**config.mk**
```make
export PLATFORM = sky130hd
export DESIGN_NAME = three_axis_stepper_motion_generator_top
export DESIGN_NICKNAME = d
export VERILOG_FILES = /design/src/design/tasmg_pkg.sv /design/src/design/tasmg_axis.sv /design/src/design/three_axis_stepper_motion_generator_top.sv
export SDC_FILE = /design/constraint.sdc
export NUM_CORES = 2
export LEC_CHECK = 0
export BUFFER_PORTS_ARGS = -buffer_cell sky130_fd_sc_hd__buf_2
export CAP_MARGIN = 20
export CORE_UTILIZATION = 35
export DETAILED_ROUTE_END_ITERATION = 12
export GPL_TIMING_DRIVEN = 0
export SETUP_SLACK_MARGIN = 0.2
export SYNTH_ARGS = -nofsm -noshare
export SYNTH_HDL_FRONTEND = slang
export SYNTH_SLANG_ARGS = --single-unit
export TNS_END_PERCENT = 10
```
**constraint.sdc**
```tcl
create_clock -name clk -period 26 [get_ports clk]
set_clock_uncertainty 0.2 [all_clocks]
set_input_delay 2.6 -clock clk [delete_from_list [all_inputs] [get_ports clk]]
set_output_delay 2.6 -clock clk [all_outputs]
set_load 0.02 [all_outputs]
```
**src/design/tasmg_pkg.sv**
```systemverilog
// Package for the three-axis step generator: operation codes, default sizes,
// register reset value and the control bundle sent to each axis slice.
// No dependencies.
package tasmg_pkg;

  localparam int POS_BITS_DEF  = 32;
  localparam int RATE_BITS_DEF = 16;
  localparam int COORD_W       = 32;
  localparam int CFG_W         = 16;
  localparam int OP_W          = 2;
  localparam int PHASE_SHIFT   = 2;   // accel / decel ramps are a quarter of the move

  localparam logic [CFG_W-1:0] RESET_INTERVAL = 16'd50;

  localparam logic [OP_W-1:0] OP_TICK    = 2'd0;
  localparam logic [OP_W-1:0] OP_START   = 2'd1;
  localparam logic [OP_W-1:0] OP_SET_POS = 2'd2;

  // Per-transaction strobes for an axis slice, already qualified by advance.
  typedef struct packed {
    logic start;
    logic set_pos;
    logic tick;
    logic slot;
  } axis_ctrl_t;

endpackage

```
**src/design/tasmg_axis.sv**
```systemverilog
// One axis of the step generator: position, Bresenham delta/error, direction
// and step pulse. Depends on tasmg_pkg.
module tasmg_axis #(
  parameter int POS_BITS = tasmg_pkg::POS_BITS_DEF
) (
  input  logic                   clk,
  input  logic                   rst,
  input  tasmg_pkg::axis_ctrl_t  ctrl,
  input  logic [POS_BITS-1:0]    coord,
  input  logic [POS_BITS-1:0]    total,
  output logic [POS_BITS-1:0]    mag,
  output logic [POS_BITS-1:0]    position,
  output logic                   dir,
  output logic                   pulse
);
  import tasmg_pkg::*;

  logic [POS_BITS-1:0] delta;
  logic [POS_BITS-1:0] error;
  logic [POS_BITS:0]   diff_fwd;
  logic [POS_BITS:0]   diff_rev;
  logic                dir_next;
  logic [POS_BITS:0]   err_sum;
  logic [POS_BITS:0]   err_sub;
  logic                hit;
  logic [POS_BITS-1:0] error_next;
  logic [POS_BITS-1:0] pos_step;

  // Signed distance to the target, both ways round so abs is a select.
  assign diff_fwd = {coord[POS_BITS-1], coord} - {position[POS_BITS-1], position};
  assign diff_rev = {position[POS_BITS-1], position} - {coord[POS_BITS-1], coord};
  assign dir_next = ~diff_fwd[POS_BITS];
  assign mag      = dir_next ? diff_fwd[POS_BITS-1:0] : diff_rev[POS_BITS-1:0];

  // Bresenham: error stays below total, so the sum fits one extra bit.
  assign err_sum    = {1'b0, error} + {1'b0, delta};
  assign err_sub    = err_sum - {1'b0, total};
  assign hit        = (delta != '0) && (err_sum >= {1'b0, total});
  assign error_next = hit ? err_sub[POS_BITS-1:0] : err_sum[POS_BITS-1:0];
  assign pos_step   = dir ? position + POS_BITS'(1) : position - POS_BITS'(1);

  always_ff @(posedge clk) begin
    if (rst) begin
      position <= '0;
      delta    <= '0;
      error    <= '0;
      dir      <= 1'b1;
      pulse    <= 1'b0;
    end else begin
      if (ctrl.start) begin
        delta <= mag;
        error <= '0;
        dir   <= dir_next;
      end else if (ctrl.set_pos) begin
        position <= coord;
      end else if (ctrl.tick) begin
        pulse <= ctrl.slot & hit;
        if (ctrl.slot) begin
          error <= error_next;
          if (hit) begin
            position <= pos_step;
          end
        end
      end
    end
  end

  a_err_below_total: assert property (@(posedge clk) disable iff (rst)
    (delta != '0) |-> (error < total))
    else $error("axis error not below major total");

  a_pulse_from_slot: assert property (@(posedge clk) disable iff (rst)
    $rose(pulse) |-> $past(ctrl.slot))
    else $error("step pulse raised without a step slot");

endmodule

```
**src/design/three_axis_stepper_motion_generator_top.sv**
```systemverilog
// Top level of the three-axis Bresenham step generator with trapezoidal rate.
// Depends on tasmg_pkg and tasmg_axis.
//
// channel | handshake              | payload
// --------+------------------------+-----------------------------------------
// in      | in_valid / in_stall    | operation, coord_x, coord_y, coord_z
// out     | out_valid / out_stall  | step_*, dir_*, busy_res, pos_*
// cfg     | cfg_valid / cfg_ready  | cfg_data (start_interval)
//
// One transaction per cycle sustained while out_stall is low. Path: input
// register, then the state update, whose registers also hold the result.
// The longest path is the start planning (signed diff, abs, max of three,
// quarter split) or the tick path (error add, compare with total, position +-1).
// Reset (rst, synchronous) gives zero positions, idle, interval 50.
// With out_stall high while a result is valid the state is frozen; one input
// transaction waits in the input register before in_stall rises.
module three_axis_stepper_motion_generator_top #(
  parameter int POS_BITS  = tasmg_pkg::POS_BITS_DEF,
  parameter int RATE_BITS = tasmg_pkg::RATE_BITS_DEF
) (
  input  logic                                 clk,
  input  logic                                 rst,
  // input channel
  input  logic                                 in_valid,
  output logic                                 in_stall,
  input  logic [tasmg_pkg::OP_W-1:0]           operation,
  input  logic signed [tasmg_pkg::COORD_W-1:0] coord_x,
  input  logic signed [tasmg_pkg::COORD_W-1:0] coord_y,
  input  logic signed [tasmg_pkg::COORD_W-1:0] coord_z,
  // result channel
  output logic                                 out_valid,
  input  logic                                 out_stall,
  output logic                                 step_x,
  output logic                                 step_y,
  output logic                                 step_z,
  output logic                                 dir_x,
  output logic                                 dir_y,
  output logic                                 dir_z,
  output logic                                 busy_res,
  output logic signed [tasmg_pkg::COORD_W-1:0] pos_x,
  output logic signed [tasmg_pkg::COORD_W-1:0] pos_y,
  output logic signed [tasmg_pkg::COORD_W-1:0] pos_z,
  // configuration channel
  input  logic                                 cfg_valid,
  output logic                                 cfg_ready,
  input  logic [tasmg_pkg::CFG_W-1:0]          cfg_data
);
  import tasmg_pkg::*;

  localparam int CMP_W = (RATE_BITS > CFG_W) ? RATE_BITS : CFG_W;
  localparam logic [RATE_BITS-1:0] RATE_MAX = {RATE_BITS{1'b1}};

  // ---------------------------------------------------------------- input stage
  logic                s1_valid;
  logic [OP_W-1:0]     s1_op;
  logic [POS_BITS-1:0] s1_cx;
  logic [POS_BITS-1:0] s1_cy;
  logic [POS_BITS-1:0] s1_cz;
  logic                advance;

  // advance: the held transaction is applied to the state this edge
  assign advance  = s1_valid && (!out_valid || !out_stall);
  assign in_stall = s1_valid && !advance;

  always_ff @(posedge clk) begin
    if (rst) begin
      s1_valid <= 1'b0;
    end else if (!in_stall) begin
      s1_valid <= in_valid;
    end
  end

  always_ff @(posedge clk) begin
    if (in_valid && !in_stall) begin
      s1_op <= operation;
      s1_cx <= coord_x[POS_BITS-1:0];
      s1_cy <= coord_y[POS_BITS-1:0];
      s1_cz <= coord_z[POS_BITS-1:0];
    end
  end

  always_ff @(posedge clk) begin
    if (rst) begin
      out_valid <= 1'b0;
    end else if (advance) begin
      out_valid <= 1'b1;
    end else if (!out_stall) begin
      out_valid <= 1'b0;
    end
  end

  // --------------------------------------------------------------- config reg
  logic [CFG_W-1:0] start_cfg;

  assign cfg_ready = 1'b1;

  always_ff @(posedge clk) begin
    if (rst) begin
      start_cfg <= RESET_INTERVAL;
    end else if (cfg_valid && cfg_ready) begin
      start_cfg <= cfg_data;
    end
  end

  // Interval loaded at start: zero reads as 1, clipped to the counter range.
  logic [CMP_W-1:0]     cfg_ext;
  logic [RATE_BITS-1:0] load_interval;

  assign cfg_ext = CMP_W'(start_cfg);

  always_comb begin
    if (start_cfg == '0) begin
      load_interval = RATE_BITS'(1);
    end else if (cfg_ext > CMP_W'(RATE_MAX)) begin
      load_interval = RATE_MAX;
    end else begin
      load_interval = cfg_ext[RATE_BITS-1:0];
    end
  end

  // ------------------------------------------------------------ profile state
  logic [POS_BITS-1:0]  total_steps;
  logic [POS_BITS-1:0]  steps_left;
  logic [POS_BITS-1:0]  phase_count;
  logic [POS_BITS-1:0]  accel_end;
  logic [POS_BITS-1:0]  decel_begin;
  logic [RATE_BITS-1:0] interval;
  logic [RATE_BITS-1:0] tick_count;

  logic                 do_start;
  logic                 do_set;
  logic                 do_tick;
  logic                 busy;
  logic [RATE_BITS-1:0] tick_inc;
  logic                 slot;
  logic [POS_BITS-1:0]  phase_inc;
  logic [POS_BITS-1:0]  mag_x;
  logic [POS_BITS-1:0]  mag_y;
  logic [POS_BITS-1:0]  mag_z;
  logic [POS_BITS-1:0]  mag_xy;
  logic [POS_BITS-1:0]  major;
  logic [POS_BITS-1:0]  major_quarter;
  axis_ctrl_t           ctrl;

  assign do_start = advance && (s1_op == OP_START);
  assign do_set   = advance && (s1_op == OP_SET_POS);
  assign do_tick  = advance && (s1_op == OP_TICK);
  assign busy     = (steps_left != '0);

  // A tick while busy counts toward the interval; reaching it opens a step slot.
  assign tick_inc  = tick_count + RATE_BITS'(1);
  assign slot      = do_tick && busy && (tick_inc >= interval);
  assign phase_inc = phase_count + POS_BITS'(1);

  // Major axis count and the quarter points of the ramp.
  assign mag_xy        = (mag_x > mag_y) ? mag_x : mag_y;
  assign major         = (mag_z > mag_xy) ? mag_z : mag_xy;
  assign major_quarter = major >> PHASE_SHIFT;

  assign ctrl.start   = do_start;
  assign ctrl.set_pos = do_set;
  assign ctrl.tick    = do_tick;
  assign ctrl.slot    = slot;

  always_ff @(posedge clk) begin
    if (rst) begin
      total_steps <= '0;
      steps_left  <= '0;
      phase_count <= '0;
      accel_end   <= '0;
      decel_begin <= '0;
      interval    <= RATE_BITS'(RESET_INTERVAL);
      tick_count  <= '0;
    end else if (do_start) begin
      total_steps <= major;
      steps_left  <= major;
      phase_count <= '0;
      accel_end   <= major_quarter;
      decel_begin <= major - major_quarter;
      interval    <= load_interval;
      tick_count  <= '0;
    end else if (do_tick && busy) begin
      if (slot) begin
        tick_count  <= '0;
        phase_count <= phase_inc;
        steps_left  <= steps_left - POS_BITS'(1);
        // speed up in the first quarter, slow down in the last
        if (phase_inc < accel_end) begin
          if (interval > RATE_BITS'(1)) begin
            interval <= interval - RATE_BITS'(1);
          end
        end else if (phase_inc >= decel_begin) begin
          if (interval != RATE_MAX) begin
            interval <= interval + RATE_BITS'(1);
          end
        end
      end else begin
        tick_count <= tick_inc;
      end
    end
  end

  // ---------------------------------------------------------------- axes
  logic [POS_BITS-1:0] position_x;
  logic [POS_BITS-1:0] position_y;
  logic [POS_BITS-1:0] position_z;

  tasmg_axis #(.POS_BITS(POS_BITS)) u_axis_x (
    .clk      (clk),
    .rst      (rst),
    .ctrl     (ctrl),
    .coord    (s1_cx),
    .total    (total_steps),
    .mag      (mag_x),
    .position (position_x),
    .dir      (dir_x),
    .pulse    (step_x)
  );

  tasmg_axis #(.POS_BITS(POS_BITS)) u_axis_y (
    .clk      (clk),
    .rst      (rst),
    .ctrl     (ctrl),
    .coord    (s1_cy),
    .total    (total_steps),
    .mag      (mag_y),
    .position (position_y),
    .dir      (dir_y),
    .pulse    (step_y)
  );

  tasmg_axis #(.POS_BITS(POS_BITS)) u_axis_z (
    .clk      (clk),
    .rst      (rst),
    .ctrl     (ctrl),
    .coord    (s1_cz),
    .total    (total_steps),
    .mag      (mag_z),
    .position (position_z),
    .dir      (dir_z),
    .pulse    (step_z)
  );

  // The state registers are the result register: they only move on advance,
  // which never happens while a result is held by out_stall.
  assign busy_res = busy;
  assign pos_x    = COORD_W'($signed(position_x));
  assign pos_y    = COORD_W'($signed(position_y));
  assign pos_z    = COORD_W'($signed(position_z));

  // ---------------------------------------------------------------- checks
  a_interval_nonzero: assert property (@(posedge clk) disable iff (rst)
    interval != '0)
    else $error("step interval reached zero");

  a_tick_below_interval: assert property (@(posedge clk) disable iff (rst)
    tick_count < interval)
    else $error("tick count not below interval");

  a_phase_plus_left: assert property (@(posedge clk) disable iff (rst)
    ({1'b0, phase_count} + {1'b0, steps_left}) == {1'b0, total_steps})
    else $error("phase count and steps left disagree with total");

endmodule
```
==> results.cfg <==
[status]
outcome = completed

[critical_path]
rr_endpoint = decel_begin[30]$_SDFFE_PP0P_
cp-end-kind = register
start_kind = register
cp.required_ps = 26380
cp_common_cell = clkbuf_1
r2r_start = u_axis_y.position[28]$_SDFFE_PP0P_
cp_slowest_cell = buf_1
cp_data_arrival_time_ps = 19370
cpPeakStageDelay_ps = 630
startpoint = u_axis_y.position[28]$_SDFFE_PP0P_
critPathMaxFanout = 10
worst-r2r-cell-count = 62
crit_type = reg2reg
r2r_slack_ps = 7010

[cells_and_area]
layout.nets = 7637
fill_cells = 15058
postLayoutCoreUtil = 0.398
final_cell_mix = nor2_1 (684), ha_1 (638), a21oi_1 (528)
layout_commonest_cell = nor2_1
drive_gt1_frac = 0.0705
syn2layout_area_growth_pct = 12.8
design_area_mm2 = 0.0581

[logic_synthesis]
synth_edf_count = 98
syn_area_mm2 = 0.0516
avgSynthCellArea_um2 = 7.89
yosysUniqueCellTypes = 102
netlist_instances = 6533
syn_nets = 7305
ys_async_sr_fraction = 0
ys_seq_area_frac = 0.240
yosysWarningCount = 0
ys.flop_type = dfxtp_1
synth-seq-cells = 570

[sta]
slew_headroom = 0.191
period_share = 0.730
grt_setup_unrepaired = false
fin_ws_ps = 7010
worst_pin_slew_ps = 1210
setup_violations = 0
max_freq_ghz = 0.0527
slew_viol_final = 0
fin_crit_ps = 18990
setup_tns_ps = 0
finalHoldViolCount = 0

[route]
drt-wirelength-per-cell_um = 22.7
drtIter0Drc = 4282
via_per_inst = 5.70
vias = 50395
final_antenna_net_count = 0
dr.pass1.iters = 6
route.final.wire_length_mm = 201
drc = 0

[die]
io_pins = 225
initial_core_util = 0.353
fp.coreArea_mm2 = 0.146
row_count = 140
die_area_mm2 = 0.149
die_y_um = 386
fp.dieW_um = 386

[power]
peakVddDrop_v = 0.0000628
total_power_mw = 4.59
powerDensity_mw_per_mm2 = 78.9
p_leak_nw = 25.4

[global_route]
grt_first_pass_wirelength_mm = 297
grt_max_degree = 33
grt_pass1_vias = 46952
grt-ovfl-total = 0
antenna_found_initial = 2
globalRouteTotalUtil = 0.262

[hold_path]
hold_depth = 2
hp-start = decel_begin[7]$_SDFFE_PP0P_
hold_path_end = decel_begin[7]$_SDFFE_PP0P_
hold_class = reg2reg

[clock_network]
numCtsBuffers = 71
cts_tree = done
clock-sinks = 570
clock_latency_ps = 700
clock_path_buffers = 3
cts_setup_buffers = 0
path_clk_slew_ps = 60
postCtsResizedCells = 0
cts_htree_levels = 3
cts_root_buf = clkbuf_16
ctsHoldBuffers = 0

[placement]
gp_congestion = 0.976
dp_worst_setup_slack_ps = 7450
place_hpwl_mm = 162
placed_area_mm2 = 0.0556
io_buffer_count = 222

[job]
maxCapViolCount = 0
==> per-layer routing <==
layer	wire, um	track usage	vias up
met5	13	0	-
met4	10100	0.125	2
met3	14300	0.0363	349
met2	88100	0.414	1755
met1	88600	0.350	24064
li1	-	-	24225
==> Yosys cell counts (28+ instances only) <==
library cell  instances  area, um^2
o211ai_1             41         308
o21ai_0             322        1610
a211o_1              28         245
or3_1                51         319
o21a_1               64         480
nand3_1             119         596
inv_1               527        1980
dfxtp_1             472        9450
and3_1               69         432
a21oi_1             528        2640
mux2i_1             157        1570
ha_1                638        7980
a221oi_1             32         280
o21bai_1            112         841
nand2b_1             62         388
nor4_1               53         332
xnor2_1             315        2760
nand2_1             452        1700
a2111oi_0            54         473
nor2_1              684        2570
nor2b_1              61         382
a21boi_0             29         218
buf_1                30         113
a31oi_1              43         269
nor3_1              157         786
a21o_1              176        1320
nand4_1              76         475
o22ai_1              68         425
edfxtp_1             98        2940
a211oi_1            222        1670
and2_1               34         213
clkbuf_1            213         800
xor2_1              175        1530
==> state kept, by name, summed over array words and instances, names as in the netlist, 2 cells and up <==
| name | cells |
|---|---|
| u_axis_y.error | 32 |
| cfg_ext | 16 |
| total_steps | 32 |
| s1_cz | 32 |
| u_axis_z.position | 32 |
| s1_cy | 32 |
| u_axis_y.delta | 32 |
| interval | 16 |
| u_axis_x.delta | 32 |
| steps_left | 32 |
| u_axis_x.position | 32 |
| decel_begin | 32 |
| u_axis_z.error | 32 |
| s1_cx | 32 |
| u_axis_z.delta | 32 |
| s1_op | 2 |
| tick_count | 16 |
| phase_count | 32 |
| u_axis_x.error | 32 |
| u_axis_y.position | 32 |
==> layout make-up <==
class,instances,area (um^2),area share
Inverter,529,1990,0.0342
Clock inverter,27,333,0.00572
Antenna cell,3,7.51,0.000129
Clock buffer,104,2190,0.0377
Tap cell,1917,2400,0.0413
Timing Repair Buffer,259,1630,0.0280
Multi-Input combinational cell,5169,36200,0.622
Buffer,265,1050,0.0180
Sequential cell,570,12400,0.213
==> worst max path at each step <==
stage,to,cells after the start
global route,decel_begin[30]$_SDFFE_PP0P_,62
CTS,decel_begin[30]$_SDFFE_PP0P_,62
global placement,decel_begin[30]$_SDFFE_PP0P_,60
floorplan,decel_begin[30]$_SDFFE_PP0P_,62
detailed placement,decel_begin[30]$_SDFFE_PP0P_,62
finish,decel_begin[30]$_SDFFE_PP0P_,62
==> kinds of logic (layout without fill, tap and decap cells) <==
kind of cell,Yosys count,after routing,synth area share
adder cells (fa/ha/maj),663,663,0.163
other,1,4,0.0000727
buffers and inverters,794,1184,0.0588
multiplexers,174,174,0.0346
AND/OR/NAND/NOR,1907,1907,0.172
XOR/XNOR,494,494,0.0850
AO/OA/AOI/OAI,1930,1930,0.247
flip-flops,570,570,0.240
==> where the power goes <==
part | internal (mW) | total, mW | leakage (nW) | switching, mW
sequential | 0.936 | 0.977 | 4.78 | 0.0404
clock | 0.655 | 1.10 | 1.25 | 0.445
combinational | 0.908 | 2.51 | 19.4 | 1.60
total | 2.50 | 4.59 | 25.4 | 2.09
==> through the flow <==
step / hold WS, ps / cells
final: 260 / 8843
after global routing: 284 / 8840
after CTS: 258 / 8839
after detailed placement: 251 / 8708
after global placement: 244 / 8672
after floorplan: 232 / 6533
==> worst max-delay path: cells and delay by family, from the launching register on <==
| family | cells | cell delay, ps |
|---|---|---|
| AO/OA/AOI/OAI | 18 | 4600 |
| adder cells (fa/ha/maj) | 4 | 1280 |
| AND/OR/NAND/NOR | 21 | 5820 |
| XOR/XNOR | 2 | 410 |
| flip-flops | 1 | 420 |
| buffers and inverters | 17 | 6110 |
Power figures use the tool's default switching activity.
